--- config.mk ---
export PLATFORM = sky130hd
export DESIGN_NAME = vch_hash
export DESIGN_NICKNAME = d
export VERILOG_FILES = /design/src/sv/vch_pkg.sv /design/src/sv/vch_hash.sv
export SDC_FILE = /design/constraint.sdc
export NUM_CORES = 2
export LEC_CHECK = 0
export ABC_AREA = 1
export BUFFER_PORTS_ARGS = -buffer_cell sky130_fd_sc_hd__buf_2
export CAP_MARGIN = 0
export CORE_ASPECT_RATIO = 1.4
export CORE_MARGIN = 5
export CORE_UTILIZATION = 60
export DETAILED_ROUTE_END_ITERATION = 8
export MAX_ROUTING_LAYER = met4
export PLACE_DENSITY_LB_ADDON = 0.1
export SLEW_MARGIN = 0
export SYNTH_ARGS = -nofsm -noshare
export SYNTH_HDL_FRONTEND = slang
export SYNTH_SLANG_ARGS = --single-unit
export TNS_END_PERCENT = 5
--- constraint.sdc ---
create_clock -name clk_i -period 22.1 [get_ports clk_i]
set_input_delay 2.21 -clock clk_i [delete_from_list [all_inputs] [get_ports clk_i]]
set_output_delay 2.21 -clock clk_i [all_outputs]
set_load 0.01 [all_outputs]
--- src/sv/vch_pkg.sv ---
// shared constants, types and helpers for the voxel coordinate hash table
// no dependencies; every other file refers to this package by scoped names
package vch_pkg;

  localparam int unsigned SLOT_AW     = 12;
  localparam int unsigned TABLE_DEPTH = 1 << SLOT_AW;
  localparam int unsigned COORD_BITS  = 21;
  localparam int unsigned KEY_W       = 3 * COORD_BITS;
  localparam int unsigned VALUE_W     = 20;
  localparam int unsigned LOG2_W      = 4;
  localparam int unsigned CMD_W       = 2;
  localparam int unsigned IN_TDATA_W  = ((KEY_W + VALUE_W + 7) / 8) * 8;
  localparam int unsigned OUT_TDATA_W = ((VALUE_W + 7) / 8) * 8;

  localparam logic [LOG2_W-1:0] TABLE_LOG2_RST = LOG2_W'(SLOT_AW);

  // finalizer multipliers
  localparam logic [63:0] MIX_C1 = 64'hff51afd7ed558ccd;
  localparam logic [63:0] MIX_C2 = 64'hc4ceb9fe1a85ec53;
  localparam int unsigned MIX_SHIFT = 33;

  typedef enum logic [CMD_W-1:0] {
    CMD_INSERT = 2'd0,
    CMD_LOOKUP = 2'd1,
    CMD_CLEAR  = 2'd2
  } cmd_e;

  typedef struct packed {
    logic               used;
    logic [KEY_W-1:0]   key;
    logic [VALUE_W-1:0] value;
  } slot_entry_t;

  typedef struct packed {
    logic               we;
    logic [SLOT_AW-1:0] waddr;
    slot_entry_t        wdata;
    logic [SLOT_AW-1:0] raddr;
  } slot_port_t;

  typedef struct packed {
    logic             start;
    logic [KEY_W-1:0] key;
  } hash_req_t;

  typedef struct packed {
    logic        done;
    logic [63:0] hash;
  } hash_rsp_t;

  typedef struct packed {
    logic               found;
    logic [VALUE_W-1:0] value;
    logic               status;
  } result_t;

  // slot mask for a table of 2^log2 slots, capped at the memory depth
  function automatic logic [SLOT_AW-1:0] slot_mask(logic [LOG2_W-1:0] log2);
    logic [LOG2_W-1:0]  l;
    logic [SLOT_AW:0]   m;
    l = (log2 > LOG2_W'(SLOT_AW)) ? LOG2_W'(SLOT_AW) : log2;
    m = ((SLOT_AW + 1)'(1) << l) - (SLOT_AW + 1)'(1);
    return m[SLOT_AW-1:0];
  endfunction

endpackage

--- src/sv/vch_hash.sv ---
// 64-bit key finalizer: xor-shift, multiply, xor-shift, multiply, xor-shift
// one shared 32x32 multiplier, three partial products per multiply; uses vch_pkg
module vch_hash (
  input  logic               clk_i,
  input  logic               rst_ni,
  input  vch_pkg::hash_req_t req_i,
  output vch_pkg::hash_rsp_t rsp_o
);

  logic        busy_q, pass_q, done_q;
  logic [1:0]  step_q;
  logic [63:0] v_q, acc_q, prod_q;

  logic [63:0] key64, cst, mul_p, sum;
  logic [31:0] mul_a, mul_b;

  assign key64 = 64'(req_i.key);
  assign cst   = pass_q ? vch_pkg::MIX_C2 : vch_pkg::MIX_C1;
  assign mul_a = (step_q == 2'd2) ? v_q[63:32] : v_q[31:0];
  assign mul_b = (step_q == 2'd1) ? cst[63:32] : cst[31:0];
  assign mul_p = 64'(mul_a) * 64'(mul_b);
  // cross terms only reach the upper word
  assign sum   = acc_q + {prod_q[31:0], 32'b0};

  always_ff @(posedge clk_i or negedge rst_ni) begin
    if (!rst_ni) begin
      busy_q <= 1'b0;
      pass_q <= 1'b0;
      step_q <= 2'd0;
      done_q <= 1'b0;
    end else begin
      done_q <= 1'b0;
      if (req_i.start) begin
        busy_q <= 1'b1;
        pass_q <= 1'b0;
        step_q <= 2'd0;
      end else if (busy_q) begin
        step_q <= step_q + 2'd1;
        if (step_q == 2'd3) begin
          if (pass_q) begin
            busy_q <= 1'b0;
            done_q <= 1'b1;
          end
          pass_q <= 1'b1;
        end
      end
    end
  end

  always_ff @(posedge clk_i) begin
    if (req_i.start) begin
      v_q <= key64 ^ (key64 >> vch_pkg::MIX_SHIFT);
    end else if (busy_q) begin
      case (step_q)
        2'd0: begin
          prod_q <= mul_p;
        end
        2'd1: begin
          acc_q  <= prod_q;
          prod_q <= mul_p;
        end
        2'd2: begin
          acc_q  <= sum;
          prod_q <= mul_p;
        end
        default: begin
          v_q <= sum ^ (sum >> vch_pkg::MIX_SHIFT);
        end
      endcase
    end
  end

  assign rsp_o.done = done_q;
  assign rsp_o.hash = v_q;

endmodule

==> results.txt <==
The number of setup buffers added after CTS is 0. The residual DRC count came out at 0. The top achievable clock speed came out at 98.6 MHz. After the last flow step, the layout net total stands at 6223. The async set-reset flop share out of synthesis is 0.0254.

In the final layout, flip-flops and latches occupy 5890 µm². The remaining number of nets flagged by the antenna check after routing is 0. The flow ran to the end, and the final reports show no timing, DRC or antenna violations. The post-synthesis area per instance came out at 8.57 µm². The clock sink count is 197. Summing over every cut layer, the via total after detailed routing is 33.2k. The critical path in this run is classified as reg2reg. The average routed wire per standard cell came out at 24.6 µm.

At the later pin of the worst-skew pair, clock insertion delay measures 0.46 ns. The largest net degree at the start of global routing is 65. The clock arrives with 0.0137 ns of skew.

The initial antenna violation count is 0. The number of pins with negative max-slew slack in the final report is 0. The starting density of the core came out at 0.601. Summed over all layers, the global routing overflow is 0. In the finished design, the share of the clock period the worst path needs comes to 0.459. The tightest hold path in the finished design has a slack of 0.531 ns. The detailed router finished its first iteration with 3004 violations. Measured along the y axis, the die boundary spans 323 µm. The master cell of the clock root buffer is clkbuf_16. The summed instance area of the synthesized netlist is 42100 µm². The reported max-cap violation count is 0.

The most numerous cell on the critical path is fa_1. The placeable core area came out at 69900 µm². The multi-input logic area came out at 30700 µm².

The number of clock buffers inserted by TritonCTS came out at 17. During synthesis, Yosys emitted a total of 0 warnings. The clock-pin transition on the worst setup and hold timing paths came out at 0.08 ns. The hold violation count in the final report came out at 0. Dividing the detail-routed via count by the number of cells gives 5.59. The slowest stage of the critical path belongs to the cell nor2_1. The actual transition at the worst max-transition pin came out at 1.13 ns. The commonest register cell after synthesis is edfxtp_1. The setup TNS came out at 0 ns. The number of resized instances in the post-cts repair step is 0.

The hold-fix buffer count after cts is 0. The worst endpoint required time is 22.33 ns. In the final layout, the share of cells above drive strength 1 is 0.0735. The number of iterations in the first detailed-routing pass is 6.

The worst path buffer plus inverter count came out at 6. The post-detailed-routing wire length came out at 146000 µm. The detailed-placement wirelength estimate is 126000 µm. The cell class contributing the biggest share of worst-path delay is adder cells. The level count of the clock H-tree is 4.

The chip width is 234 µm. In this design, the stage delay of the slowest critical-path cell is 0.82 ns. Across every metal layer, demand over resource in global routing totals 0.406.

The filler cells instantiated in the layout total 6267. For this run, the register share of the synthesized area comes to 0.140. The largest fanout on the critical path came out at 51. The count of mapped cells out of synthesis is 4909.

The die covers 75600 µm². The data arrival time of the worst path came out at 10.37 ns. Synthesis produced a netlist with a net count of 6137. From synthesis to final layout, the design area changed by 5.18%. The worst setup path is launched from a flop.

The final weighted congestion in routability-driven placement is 1.06. The maximum buffer depth of the clock tree is 2. Buffers placed on the I/O ports in this run total 130. The worst setup path is captured at a flop. The final number of setup-violating endpoints came out at 0.

The routed design could run at a clock period as short as 10.14 ns. The worst slew margin relative to its limit is 0.241. TritonCTS built the clock tree. The total number of placement rows came out at 115. The first global-routing pass estimated 217000 µm of wire. The number of global-route vias before repair is 34.5k. The number of top-level pins is 131. Setup repair after global routing left no endpoint under its margin. After synthesis, the netlist uses 50 different library cells. In this run, synthesis produced a sequential element count of 197. Counting flops with a built-in enable in the synthesized netlist gives 192.

The type of the worst min-delay path is reg2reg.
worst paths after layout:
check	startpoint	endpoint	slack, ns	depth (start not counted)
max	step_q[0]$_DFFE_PN0P_	prod_q[42]$_DFFE_PP_	11.96	25
min	prod_q[53]$_DFFE_PP_	acc_q[53]$_DFFE_PP_	0.53	2
max reg2reg	step_q[0]$_DFFE_PN0P_	prod_q[42]$_DFFE_PP_	11.96	25
min reg2reg	prod_q[53]$_DFFE_PP_	acc_q[53]$_DFFE_PP_	0.53	2
max in group asynchronous	rst_ni	pass_q$_DFFE_PN0P_	20.39	1
min in group asynchronous	rst_ni	step_q[1]$_DFFE_PN0P_	1.56	1
layout make-up:
type | instances | share of cell area
multi-input cells | 3291 | 0.694
flip-flops and latches | 197 | 0.133
inverters | 1319 | 0.112
well taps | 936 | 0.0265
repair buffers | 169 | 0.0213
clock buffers | 17 | 0.00962
clock inverters | 15 | 0.00334
diodes | 1 | 0.0000566
stage by stage:
stage,std cells,instance area (µm²),util,setup slack (ns)
finish,5945,44200,0.633,11.96
global placement,5912,43700,0.624,12.07
global route,5944,44200,0.633,11.52
detailed placement,5912,43700,0.624,12.07
CTS,5944,44200,0.633,12.04
floorplan,4909,42100,-,14.11
routing by layer:
layer	wire, µm	GRT usage	share of wire
met5	0	-	0
met3	11400	0.0682	0.078
met2	69000	0.643	0.47
met1	53000	0.485	0.36
met4	12700	0.255	0.087
worst reg2reg max path, cell delays in order, from the launching register on:
cell and delay, ns:
dfrtp_1 0.43, inv_1 0.12, ha_4 0.40, buf_4 0.45, buf_4 0.64, nand2_1 0.21
o21ai_2 0.34, inv_2 0.31, nor2_1 0.82, fa_1 0.55, inv_1 0.09, fa_1 0.49
fa_1 0.50, fa_1 0.56, inv_1 0.06, fa_1 0.61, fa_1 0.45, fa_1 0.58
fa_1 0.46, ha_1 0.47, nand2_1 0.15, o21ai_0 0.35, a21oi_1 0.16, o21ai_0 0.30
a21oi_1 0.09, xnor2_1 0.32
cell families (layout without fill, tap and decap cells):
logic type / count (synthesis) / count (layout) / synth area share
AO/OA/AOI/OAI: 414 / 414 / 0.0589
XOR/XNOR: 144 / 144 / 0.0300
adder cells (fa/ha/maj): 1162 / 1162 / 0.485
buffers and inverters: 1421 / 1520 / 0.131
flip-flops: 197 / 197 / 0.140
multiplexers: 1 / 1 / 0.000238
other: 1 / 2 / 0.0000892
AND/OR/NAND/NOR: 1569 / 1569 / 0.155
flip-flops by register name, indices dropped and copies added (netlist names):
signal  count
pass_q      1
done_q      1
busy_q      1
prod_q     64
v_q        64
acc_q      64
step_q      2
placed cells by master, fill, tap and decap left out, types with 10 or more instances in the layout:
cell type,synthesis,routed
nor2_2,26,28
fa_1,781,781
nand3_1,131,131
nand2_1,819,818
nor2_4,24,25
clkbuf_16,0,17
ha_1,381,379
o21bai_1,36,36
nor3_1,13,12
nor2_1,495,492
or2_2,20,20
edfxtp_1,192,192
a21o_1,12,12
buf_2,37,130
a21oi_1,120,120
o21ai_0,160,159
o21ai_2,21,21
buf_4,4,39
o21ai_1,20,21
nand4_1,14,14
nand3b_1,10,10
inv_2,35,37
inv_1,1279,1275
xnor2_1,42,42
xor2_1,102,102
cells in the mapped netlist, drive strengths merged (4+ instances only):
cell type,count,area [µm²]
inv,1318,4960
clkbuf,42,158
buf,60,390
nor3,13,65.1
nand3,131,656
xnor2,42,368
nand4,14,87.6
o21bai,36,270
nand2,826,3130
o21a,6,45.0
and2,4,25.0
nor2,546,2310
o21ai,209,1210
dfrtp,5,125
or2,22,138
edfxtp,192,5770
nand3b,10,75.1
fa,781,15600
a21o,12,90.1
xor2,102,893
ha,381,4770
a21oi,120,601
a31o,6,52.6
a31oi,8,50.1
o31ai,8,90.1
Power is not shown: default switching activity piles up to over one toggle a cycle in this logic, so the estimate is an artifact.
