==> config.mk <==
export PLATFORM = sky130hd
export DESIGN_NAME = vch_walk
export DESIGN_NICKNAME = d
export VERILOG_FILES = /design/src/sv/vch_pkg.sv /design/src/sv/vch_walk.sv
export SDC_FILE = /design/constraint.sdc
export NUM_CORES = 1
export LEC_CHECK = 0
export BUFFER_PORTS_ARGS = -buffer_cell sky130_fd_sc_hd__clkbuf_2
export CORE_UTILIZATION = 29
export CTS_CLUSTER_DIAMETER = 120
export CTS_CLUSTER_SIZE = 16
export DETAILED_ROUTE_END_ITERATION = 16
export PLACE_DENSITY_LB_ADDON = 0.12
export SETUP_SLACK_MARGIN = 0.02
export SYNTH_ARGS = -nofsm -noshare
export SYNTH_HDL_FRONTEND = slang
export SYNTH_SLANG_ARGS = --single-unit
==> constraint.sdc <==
create_clock -name clk_i -period 5.7 [get_ports clk_i]
set_input_delay 0.855 -clock clk_i [delete_from_list [all_inputs] [get_ports clk_i]]
set_output_delay 0.855 -clock clk_i [all_outputs]
set_load 0.01 [all_outputs]
==> src/sv/vch_pkg.sv <==
// shared constants, types and helpers for the voxel coordinate hash table
// no dependencies; every other file refers to this package by scoped names
package vch_pkg;

  localparam int unsigned SLOT_AW     = 12;
  localparam int unsigned TABLE_DEPTH = 1 << SLOT_AW;
  localparam int unsigned COORD_BITS  = 21;
  localparam int unsigned KEY_W       = 3 * COORD_BITS;
  localparam int unsigned VALUE_W     = 20;
  localparam int unsigned LOG2_W      = 4;
  localparam int unsigned CMD_W       = 2;
  localparam int unsigned IN_TDATA_W  = ((KEY_W + VALUE_W + 7) / 8) * 8;
  localparam int unsigned OUT_TDATA_W = ((VALUE_W + 7) / 8) * 8;

  localparam logic [LOG2_W-1:0] TABLE_LOG2_RST = LOG2_W'(SLOT_AW);

  // finalizer multipliers
  localparam logic [63:0] MIX_C1 = 64'hff51afd7ed558ccd;
  localparam logic [63:0] MIX_C2 = 64'hc4ceb9fe1a85ec53;
  localparam int unsigned MIX_SHIFT = 33;

  typedef enum logic [CMD_W-1:0] {
    CMD_INSERT = 2'd0,
    CMD_LOOKUP = 2'd1,
    CMD_CLEAR  = 2'd2
  } cmd_e;

  typedef struct packed {
    logic               used;
    logic [KEY_W-1:0]   key;
    logic [VALUE_W-1:0] value;
  } slot_entry_t;

  typedef struct packed {
    logic               we;
    logic [SLOT_AW-1:0] waddr;
    slot_entry_t        wdata;
    logic [SLOT_AW-1:0] raddr;
  } slot_port_t;

  typedef struct packed {
    logic             start;
    logic [KEY_W-1:0] key;
  } hash_req_t;

  typedef struct packed {
    logic        done;
    logic [63:0] hash;
  } hash_rsp_t;

  typedef struct packed {
    logic               found;
    logic [VALUE_W-1:0] value;
    logic               status;
  } result_t;

  // slot mask for a table of 2^log2 slots, capped at the memory depth
  function automatic logic [SLOT_AW-1:0] slot_mask(logic [LOG2_W-1:0] log2);
    logic [LOG2_W-1:0]  l;
    logic [SLOT_AW:0]   m;
    l = (log2 > LOG2_W'(SLOT_AW)) ? LOG2_W'(SLOT_AW) : log2;
    m = ((SLOT_AW + 1)'(1) << l) - (SLOT_AW + 1)'(1);
    return m[SLOT_AW-1:0];
  endfunction

endpackage

==> src/sv/vch_walk.sv <==
// command sequencer: clearing sweep, hash start, linear probe walk, result register
// drives vch_hash and vch_slot_ram through package structs; uses vch_pkg
module vch_walk (
  input  logic                               clk_i,
  input  logic                               rst_ni,
  input  logic [vch_pkg::LOG2_W-1:0]         table_log2_i,
  input  logic                               in_valid_i,
  output logic                               in_ready_o,
  input  logic [vch_pkg::CMD_W-1:0]          in_cmd_i,
  input  logic [vch_pkg::KEY_W-1:0]          in_key_i,
  input  logic [vch_pkg::VALUE_W-1:0]        in_value_i,
  output vch_pkg::hash_req_t                 hash_req_o,
  input  vch_pkg::hash_rsp_t                 hash_rsp_i,
  output vch_pkg::slot_port_t                ram_o,
  input  vch_pkg::slot_entry_t               ram_rdata_i,
  output logic                               out_valid_o,
  input  logic                               out_ready_i,
  output vch_pkg::result_t                   out_o
);

  typedef enum logic [2:0] {
    ST_SWEEP,
    ST_IDLE,
    ST_HASH,
    ST_READ,
    ST_EVAL,
    ST_DONE
  } state_e;

  state_e                           state_q, state_d;
  logic [vch_pkg::SLOT_AW-1:0]      sweep_addr_q, sweep_addr_d;
  logic                             sweep_cmd_q, sweep_cmd_d;
  logic [vch_pkg::CMD_W-1:0]        cmd_q, cmd_d;
  logic [vch_pkg::KEY_W-1:0]        key_q, key_d;
  logic [vch_pkg::VALUE_W-1:0]      value_q, value_d;
  logic [vch_pkg::SLOT_AW-1:0]      slot_q, slot_d;
  logic [vch_pkg::SLOT_AW-1:0]      cnt_q, cnt_d;
  vch_pkg::result_t                 res_q, res_d;
  logic                             out_valid_q, out_valid_d;
  vch_pkg::result_t                 out_q, out_d;

  logic [vch_pkg::SLOT_AW-1:0]      mask, next_slot;
  logic                             is_insert;

  assign mask      = vch_pkg::slot_mask(table_log2_i);
  assign next_slot = (slot_q + vch_pkg::SLOT_AW'(1)) & mask;
  assign is_insert = (cmd_q == vch_pkg::CMD_INSERT);

  always_comb begin
    state_d      = state_q;
    sweep_addr_d = sweep_addr_q;
    sweep_cmd_d  = sweep_cmd_q;
    cmd_d        = cmd_q;
    key_d        = key_q;
    value_d      = value_q;
    slot_d       = slot_q;
    cnt_d        = cnt_q;
    res_d        = res_q;
    out_valid_d  = out_valid_q;
    out_d        = out_q;

    hash_req_o.start = 1'b0;
    hash_req_o.key   = in_key_i;

    ram_o.we          = 1'b0;
    ram_o.waddr       = slot_q;
    ram_o.wdata.used  = 1'b1;
    ram_o.wdata.key   = key_q;
    ram_o.wdata.value = value_q;
    ram_o.raddr       = slot_q;

    if (out_valid_q && out_ready_i) begin
      out_valid_d = 1'b0;
    end

    unique case (state_q)
      ST_SWEEP: begin
        ram_o.we     = 1'b1;
        ram_o.waddr  = sweep_addr_q;
        ram_o.wdata  = '0;
        sweep_addr_d = sweep_addr_q + vch_pkg::SLOT_AW'(1);
        if (sweep_addr_q == '1) begin
          sweep_cmd_d = 1'b0;
          if (sweep_cmd_q) begin
            res_d   = '0;
            state_d = ST_DONE;
          end else begin
            state_d = ST_IDLE;
          end
        end
      end
      ST_IDLE: begin
        if (in_valid_i) begin
          cmd_d   = in_cmd_i;
          key_d   = in_key_i;
          value_d = in_value_i;
          unique case (in_cmd_i) inside
            vch_pkg::CMD_CLEAR: begin
              sweep_cmd_d  = 1'b1;
              sweep_addr_d = '0;
              state_d      = ST_SWEEP;
            end
            vch_pkg::CMD_INSERT, vch_pkg::CMD_LOOKUP: begin
              hash_req_o.start = 1'b1;
              state_d          = ST_HASH;
            end
            default: begin
              res_d   = '0;
              state_d = ST_DONE;
            end
          endcase
        end
      end
      ST_HASH: begin
        if (hash_rsp_i.done) begin
          slot_d  = hash_rsp_i.hash[vch_pkg::SLOT_AW-1:0] & mask;
          cnt_d   = '0;
          state_d = ST_READ;
        end
      end
      ST_READ: begin
        state_d = ST_EVAL;
      end
      ST_EVAL: begin
        res_d = '0;
        if (!ram_rdata_i.used) begin
          ram_o.we = is_insert;
          state_d  = ST_DONE;
        end else if (ram_rdata_i.key == key_q) begin
          res_d.found = 1'b1;
          ram_o.we    = is_insert;
          if (!is_insert) begin
            res_d.value = ram_rdata_i.value;
          end
          state_d = ST_DONE;
        end else if (cnt_q == mask) begin
          // every slot in use visited without a match
          res_d.status = is_insert;
          state_d      = ST_DONE;
        end else begin
          slot_d      = next_slot;
          cnt_d       = cnt_q + vch_pkg::SLOT_AW'(1);
          ram_o.raddr = next_slot;
        end
      end
      ST_DONE: begin
        if (!out_valid_q || out_ready_i) begin
          out_valid_d = 1'b1;
          out_d       = res_q;
          state_d     = ST_IDLE;
        end
      end
      default: begin
        state_d = ST_IDLE;
      end
    endcase
  end

  always_ff @(posedge clk_i or negedge rst_ni) begin
    if (!rst_ni) begin
      state_q      <= ST_SWEEP;
      sweep_addr_q <= '0;
      sweep_cmd_q  <= 1'b0;
      cmd_q        <= '0;
      key_q        <= '0;
      value_q      <= '0;
      slot_q       <= '0;
      cnt_q        <= '0;
      res_q        <= '0;
      out_valid_q  <= 1'b0;
      out_q        <= '0;
    end else begin
      state_q      <= state_d;
      sweep_addr_q <= sweep_addr_d;
      sweep_cmd_q  <= sweep_cmd_d;
      cmd_q        <= cmd_d;
      key_q        <= key_d;
      value_q      <= value_d;
      slot_q       <= slot_d;
      cnt_q        <= cnt_d;
      res_q        <= res_d;
      out_valid_q  <= out_valid_d;
      out_q        <= out_d;
    end
  end

  assign in_ready_o  = (state_q == ST_IDLE);
  assign out_valid_o = out_valid_q;
  assign out_o       = out_q;

endmodule

==> metrics <==
crit-path leading delay family simple AND/OR/NAND/NOR gates; Storage cell area 0.00425 mm^2; io pins between 400 and 500; status finished, final reports clean; CP Launch Type input pin; ANT nets after route 0; endpoints failing setup 0; Post-CTS Setup Inserts 0; Nets between 1500 and 2000; H-Tree Depth 4; critical path class input pin to output port; worst skew pair latency 0.44 ns; Rows 66; Pwr Density 216 mW/mm^2; GR Overflow Total 0; RSZ-0062 raised after global routing false; Max-Slew Margin vs Limit between 20% and 30%; slowest CP cell or4b_2; RR Startpoint key_q[12]$_DFFE_PN0P_; CTS Hold Bufs 0; Final Non-Filler Cells around 1900; Fin Clk Skew between 0.009 and 0.01 ns; Syn Inst Count approximately 1100; root buf cell clkbuf_16; final instance area about 0.012 mm^2; detailed placer's ending HPWL 24400 um; setup slack, reg-to-reg between 2 and 3 ns; Hold WC Path Type input pin to asynchronous set/reset pin; CTS Sinks 170; Inst Count DP 1849; synthesized flop and latch total between 150 and 200; min Tclk post-route 5.04 ns; CTS resizes 0; Initial DRT Pass Iterations 4; EDFF count, synth 0; cells along the critical path clkbuf_2 > or4_1 > ha_1 > nor4bb_1 > o21bai_1 > and3_1 > o221ai_2 > o211ai_4 > buf_4 > or4b_2 > nand2_1 > clkbuf_2; CTS tree done; Worst IR Drop VDD around 0.21 mV; Die Height roughly 190 um; crit-path most repeated cell clkbuf_2; CORE AREA about 0.033 mm^2; die area between 0.03 and 0.04 mm^2; Slew Limit Fails 0; Area after DPL 0.0116 mm^2; area grow syn2layout 25.7%; Max-Cap Viols 0; vias per std cell between 4 and 5; Reg-to-Reg End slot_q[4]$_DFFE_PN0P_; Num CTS Buffers 17; Port Buffers about 390; Hold Vio Cnt, Final 0; Synth Cell Area a little under 0.01 mm^2; share of cells above drive strength 1 32.8%; GRT Total Usage 19.4%; Die X-Extent between 150 and 200 um; max incr delay on CP between 0.6 and 0.7 ns; DRT iter0 DRCs around 430; Pleak around 0.0064 uW; sequential share of the synthesized area 43.8%; top_reg_cell synth dfrtp_1; fill cell count around 3500; largest net degree at the start of global routing 100; post-route setup TNS 0 ns; Avg Inst Size Synth 8.61 um^2; Worst-path clk slew 0.06 ns; crit path DAT 4.18 ns; library cells used by synthesis 63; RePlAce Congestion 0.812; first-pass GRT wire length ~50000 um; Synth Warn # 0; worst endpoint required time 4.85 ns; Syn Nets roughly 1400; R2R cell count 8; Async SR Flop Fraction 100%; initial core utilization 29.7%; Bufs and invs on worst path 3; clock tree buffer depth 2; wire per inst 17.6 um; vias in the first global route between 8000 and 9000; Tcrit/Tclk final around 88%; Peak Freq between 150 and 200 MHz; routed wire length roughly 33000 um; CP Max Fanout 34; via count ~8800; area of the multi-input gates 0.00470 mm^2; slew of the pin with the lowest slew margin 1.06 ns; Worst Setup SP table_log2_i[3]; initial antenna violation count 3; drt drc 0; Crit. End Element output port
-- worst max path at each step --
| stage | end | slack, ns | depth (start not counted) |
|---|---|---|---|
| global route | ram_o[4] | 0.48 | 12 |
| global placement | ram_o[4] | 0.71 | 12 |
| finish | ram_o[4] | 0.66 | 12 |
| detailed placement | ram_o[4] | 0.68 | 12 |
| floorplan | ram_o[2] | 1.09 | 14 |
| CTS | ram_o[4] | 0.66 | 12 |
-- layer usage --
| layer | vias to the layer above | GRT usage [%] | part of all wire [%] |
|---|---|---|---|
| met3 | 26 | 4.82 | 5.5 |
| met5 | - | 0 | 0 |
| met1 | 4175 | 25.3 | 45 |
| met4 | 0 | 4.96 | 1.3 |
| li1 | 4312 | - | - |
| met2 | 260 | 32.1 | 48 |
-- per-stage QoR --
step | worst slack (ns) | power, uW | utilization, % | hold slack [ns]
global placement | 0.707 | 1450 | 35.4 | 0.450
CTS | 0.662 | 2680 | 37.3 | 0.465
floorplan | 1.09 | 1330 | - | 0.437
detailed placement | 0.678 | 1450 | 35.4 | 0.454
global route | 0.483 | 2750 | 37.3 | 0.483
finish | 0.661 | 2630 | 37.3 | 0.431
-- logic make-up after synthesis --
group	count (synthesis)	share of synthesized area (%)
AOI/OAI and AO/OA	139	10.1
xor gates and xnor gates	76	6.85
adders and majority gates	4	0.515
buffers and inverters	136	8.10
DFF	170	43.8
muxes	25	2.87
and+or+nand+nor	579	27.8
-- power by group --
group / switching, uW / internal (uW)
clock: 522 / 693
sequential: 0.711 / 1210
combinational: 119 / 93.1
-- placed cells by master (no fill, tap or decap), drive strengths merged, types with 3 or more instances in the layout --
cell type and n:
dfrtp 170, o311ai 3, a21oi 22, nand3 20, buf 16, o21ai 37
or2 3, ha 4, clkinv 4, o22ai 3, a31oi 4, and2 90
clkbuf 407, a21o 3, nor4 9, o221ai 5, nand2b 6, or3 7
nor2 45, a211oi 6, and3 7, a22o 21, or4 8, nor3 7
nand4 24, o211ai 12, nor2b 3, o31ai 6, xor2 6, xnor2 70
or3b 3, mux2 23, inv 15, nand2 331, nor3b 5, nand3b 4
-- registers in the layout, summed over array words and instances, names as in the netlist --
name          count
key_q            63
out_o            22
res_q            22
value_q          20
cnt_q            12
slot_q           12
sweep_addr_q     12
state_q           3
cmd_q             2
out_valid_o       1
sweep_cmd_q       1
-- synthesized netlist by cell type, drive strengths merged, types with 4 or more instances --
cell / n / area (um^2)
mux2: 23 / 259
and2: 90 / 563
nand2b: 6 / 37.5
nor2: 45 / 169
clkbuf: 47 / 176
ha: 4 / 50.1
xnor2: 70 / 613
a21oi: 22 / 110
o21ai: 37 / 185
buf: 76 / 562
inv: 12 / 45.0
or3: 7 / 43.8
and3: 7 / 43.8
o211ai: 12 / 118
dfrtp: 170 / 4250
nand2: 331 / 1240
a31oi: 4 / 25.0
a211oi: 6 / 45.0
nor4: 9 / 56.3
nor3b: 5 / 37.5
nand3b: 4 / 30.0
nand4: 24 / 150
xor2: 6 / 52.6
a22o: 21 / 184
or4: 8 / 63.8
nor3: 7 / 35.0
o221ai: 5 / 50.0
nand3: 20 / 100
o31ai: 6 / 45.0
-- final cells by class --
type / count / area share, %
flip-flops and latches: 170 / 34.8
repair buffers: 401 / 16.9
clock buffers: 22 / 3.96
multi-input cells: 823 / 38.4
well taps: 442 / 4.53
diodes: 2 / 0.0410
clock inverters: 9 / 0.922
inverters: 13 / 0.399
No activity file was read; power rests on OpenSTA's default activity.
